File: config.mk
export PLATFORM = sky130hd
export DESIGN_NAME = tip_ram
export DESIGN_NICKNAME = d
export VERILOG_FILES = /design/src/rtl/tip_ram.sv
export SDC_FILE = /design/constraint.sdc
export NUM_CORES = 2
export LEC_CHECK = 0
export BUFFER_PORTS_ARGS = -buffer_cell sky130_fd_sc_hd__buf_4
export CAP_MARGIN = 30
export CORE_UTILIZATION = 40
export DETAILED_ROUTE_END_ITERATION = 8
export PLACE_DENSITY = 0.59
export SLEW_MARGIN = 10
export SYNTH_ARGS = -nofsm -noshare
export SYNTH_HDL_FRONTEND = slang
export SYNTH_SLANG_ARGS = --single-unit
File: constraint.sdc
create_clock -name clk -period 4.8 [get_ports clk]
set_input_delay 1.44 -clock clk [delete_from_list [all_inputs] [get_ports clk]]
set_output_delay 1.44 -clock clk [all_outputs]
set_load 0.02 [all_outputs]
File: src/rtl/tip_ram.sv
// ----------------------------------------------------------------------------
// tip_ram
// generic single write port, single read port ram with registered read
// ----------------------------------------------------------------------------
module tip_ram #(
  parameter int WIDTH = 32,
  parameter int DEPTH = 64,
  localparam int AW = $clog2(DEPTH)
) (
  input  logic             clk,
  input  logic             we,
  input  logic [AW-1:0]    waddr,
  input  logic [WIDTH-1:0] wdata,
  input  logic [AW-1:0]    raddr,
  output logic [WIDTH-1:0] rdata
);

  logic [WIDTH-1:0] mem [DEPTH];

  always_ff @(posedge clk) begin
    if (we) begin
      mem[waddr] <= wdata;
    end
    rdata <= mem[raddr];
  end

endmodule

# [Word-level counts from Yosys, hierarchy flattened]
# Memory sizes are Yosys's and may differ from the RTL's. A register that Yosys moved wholly into a read port is not among the register bits.
# Index checks and enable logic that the tools add are counted.
[op_classes] n_mux=2
[ops] cell="$mux 1" n=2
[word_totals] regBits=0 ramBits=2048 in_bits=46 out_inout_bits=32 elab_cells=3 mem_count=1
[mem_list] name="mem" depth=64 word_bits=32 read_ports=1 rd_ports_with_merged_regs=1 write_ports=1 line_no="18" source="logic [WIDTH-1:0] mem [DEPTH];"

# [Longest topological paths before layout]
[depth] depth_word=2 ltp_mapped=10 ltp_nobuf=5

# [Worst setup path after synthesis]
# OpenSTA, ideal clock, no wires.
[synth_timing] kind="in2reg" start="in waddr[3]" end="mem mem[48][0], enable pin" setup_time_ns=0.461 arrival_time_ns=4.139 required_ns=4.339 setup_slack_ns=0.200 stages=4 path_buffers=1 path_cell_list="clkbuf_1 > nor2b_1 > nand4b_1 > nor3_1"
[synth_rtl] item="start: declaration" line_no="12" source="input logic [AW-1:0] waddr,"
[synth_rtl] item="end: declaration" line_no="18"
# No word-level cell before the write port.

==> out/qor.txt <==
Clk pwr share: 41.3%
Critical Path Sink Type: flip-flop
Gate power share: 5.1%
DRT Pass-1 Iters: 7
WP buf/inv: 3
FF-to-FF End: rdata[3]
DIE AREA: 198000 µm²
Yosys top cell by area: edfxtp_1
Most frequent cells after synthesis: edfxtp_1, mux4_2, nor2_1, mux2i_1, o22ai_1
Post-layout util: 46.5%
Critical Path Slowest Stage Cell: buf_8
Max Fclk: 286 MHz
Core area: 195000 µm²
Startpoint Class: input pin
Sequential share of power: 53.6%
Crit path cell chain: buf_8 -> buf_12 -> buf_4 -> mux4_2 -> o221ai_1 -> a21oi_1 -> a21oi_1 -> nor2_1
Vert. Die Dim: 445 µm
Mapped Nets: 3370
Drt total wl: 202000 µm
Post-CTS Hold Buffers: 0
Hold Vio Cnt, Final: 0
Hold Crit Endpoint: rdata[20]
Maximum VDD drop: 389 µV
Number of global-route vias before repair: 37400
FF+latch count, synth: 2080
Worst Skew: 29.2 ps
Wire per inst: 31.3 µm
CTS tree: yes
R2r startpoint: mem[42][3]
Max Cap Violations: 0
Finish-stage setup viols: 0
Die width: 445 µm
Cells on worst reg2reg path: 5
Crit Path Category: in -> reg
Switch share: 21.3%
HP Class: reg -> reg
Worst rel slew slack: 38.4%
Setup Fix Bufs, Post-CTS: 0
DP Cell Count: 6057
CTS root buf: clkbuf_16
Power density over the cells: 416 nW/µm²
Port bufs: 77
# resized after CTS: 0
Most used flip-flop cell after synthesis: edfxtp_1
Total grt overflow: 0
Ys async rst share: 0%
Number of flops mapped to enable cells by yosys: 2048
Crit-path leading delay family: buffers and inverters
Post-synthesis sequential area ratio: 79.1%
Layout area overhead: 15.5%
CP Max Fanout: 56
RePlAce Congestion: 0.786
Tcrit/Tclk final: 72.9%
CP most frequent cell: a21oi_1
HP Start: mem[28][20]
Worst skew pair latency: 850 ps
Worst-margin pin slew: 924 ps
Hold depth: 4
Mean Syn Cell Area: 23.6 µm²
Leakage: 28.2 nW
GRT Total Usage: 20.5%
Via density: 5.75
Post-DP HPWL: 115000 µm
Non-filler cells, final: 6443
Fill cells: 16000
Share of cells above drive strength 1: 31.3%
Status: completed
Yosys warns: 0
Fin crit period: 3500 ps
# rows: 162
Clock transition at path regs: 60 ps
Post-DRT Antenna Nets: 0
Initial antenna violation count: 8
TritonCTS Sinks: 2080
Worst Path Arrival: 4190 ps
RSZ-0062 raised after global routing: no
Reg2reg setup slack: 2510 ps
NumNets Final: 3687
Worst path max stage delay: 510 ps
Switching Power: 0.00802 W
Worst path required time: 5490 ps
Int Pwr: 0.0297 W
H-Tree Depth: 4
Post-synthesis cell area: 78500 µm²
Post-synth cell types: 34
Post-synthesis cell count: 3324
Largest net degree at the start of global routing: 65
First-pass GRT wire length: 286000 µm
Most frequent cell after synthesis: edfxtp_1
Final TNS setup: 0 ps
Vias: 37100
Residual DRC count: 0
DRT iter0 DRCs: 3980
Synth area leaders: edfxtp_1, mux4_2, mux2i_1, dfxtp_1, o22ai_1
Starting density of the core: 40.3%
TritonCTS Buffers: 206
Maximum clock path buffer count: 3
Hold slack: 763 ps
Max Slew Vio Count: 0
Post-synth top area share: 78.3%
Top Ports: 78
[metrics by stage]
step                total power [W]  worst slack, ps  cell area, µm²
detailed placement           0.0225              385           84200
finish                       0.0377             1300           90700
CTS                          0.0381             1300           90700
global placement             0.0225              349           84200
global route                 0.0388             1250           90700
floorplan                    0.0216              200           78500
[metal layers]
layer / vias up / global-route usage, % / share of wire [%] / wire length (µm)
met5: - / 0 / 0.017 / 35
met4: 6 / 5.20 / 2.2 / 4490
met3: 264 / 3.39 / 7.0 / 14200
met2: 1460 / 32.9 / 49 / 98200
met1: 20400 / 29.2 / 42 / 84800
li1: 15000 / - / - / -
[power by group through the flow]
stage | Sequential (W) | Clock [W] | Combinational (W)
floorplan | 0.0206 | 0 | 0.000978
global placement | 0.0206 | 0 | 0.00193
detailed placement | 0.0206 | 0 | 0.00195
CTS | 0.0202 | 0.0159 | 0.00195
global route | 0.0202 | 0.0166 | 0.00203
finish | 0.0202 | 0.0156 | 0.00191
[worst register-to-register path, delay by kind of cell (launching register included)]
kind            cells  cell delay (ps)
buf+inv             1              160
mux                 2             1000
flops               1              380
compound gates      1              530
simple gates        1              120
[how the worst max path moves through the flow]
stage,cells past startpoint,startpoint,slack [ps],end
after floorplan,4,waddr[3],200,mem[48][0]
after global placement,8,raddr[0],350,rdata[5]
after detailed placement,8,raddr[0],380,rdata[5]
after CTS,8,raddr[0],1300,rdata[5]
after global routing,9,raddr[0],1250,rdata[24]
final,8,raddr[2],1300,rdata[25]
[cell type report]
class	instances	area (µm²)	share of cell area, %
timing repair buffer	291	2760	3.04
clock buffer	288	5760	6.35
tap	2624	3280	3.62
clock inverter	96	788	0.869
multi-input combinational	1062	16000	17.6
sequential	2080	62100	68.5
antenna	2	5.00	0.00552
[cells by family after synthesis]
group / count (synthesis) / share of synthesized area, %
compound gates: 202 / 1.67
buf+inv: 182 / 1.13
flops: 2080 / 79.1
mux: 637 / 16.8
simple gates: 223 / 1.27
[flip-flops by register name (all words and copies together) (netlist names)]
register	cells
mem	2048
rdata	32
[cell usage in the layout (no fill, tap or decap), types with 4 or more instances in the layout]
master      instances
buf_4             243
o32ai_1             4
clkinv_1           39
and3_1              4
clkbuf_8           23
clkinv_2           28
clkinvlp_4          5
nor2b_1            15
o221ai_1           27
a21oi_1            62
nand2_1            26
a311oi_1            8
nand3b_1            5
mux4_2            544
nor3_1              5
nor2_4             62
nand2b_1            7
nand3_1             5
dfxtp_1            32
bufinv_16           9
mux2i_1            93
o22ai_1            84
inv_6               7
nor2_1             75
clkbuf_1           56
a41o_1              4
buf_12             44
edfxtp_1         2048
a22oi_1            12
clkbuf_16         209
(Power assumes the default switching activity.)
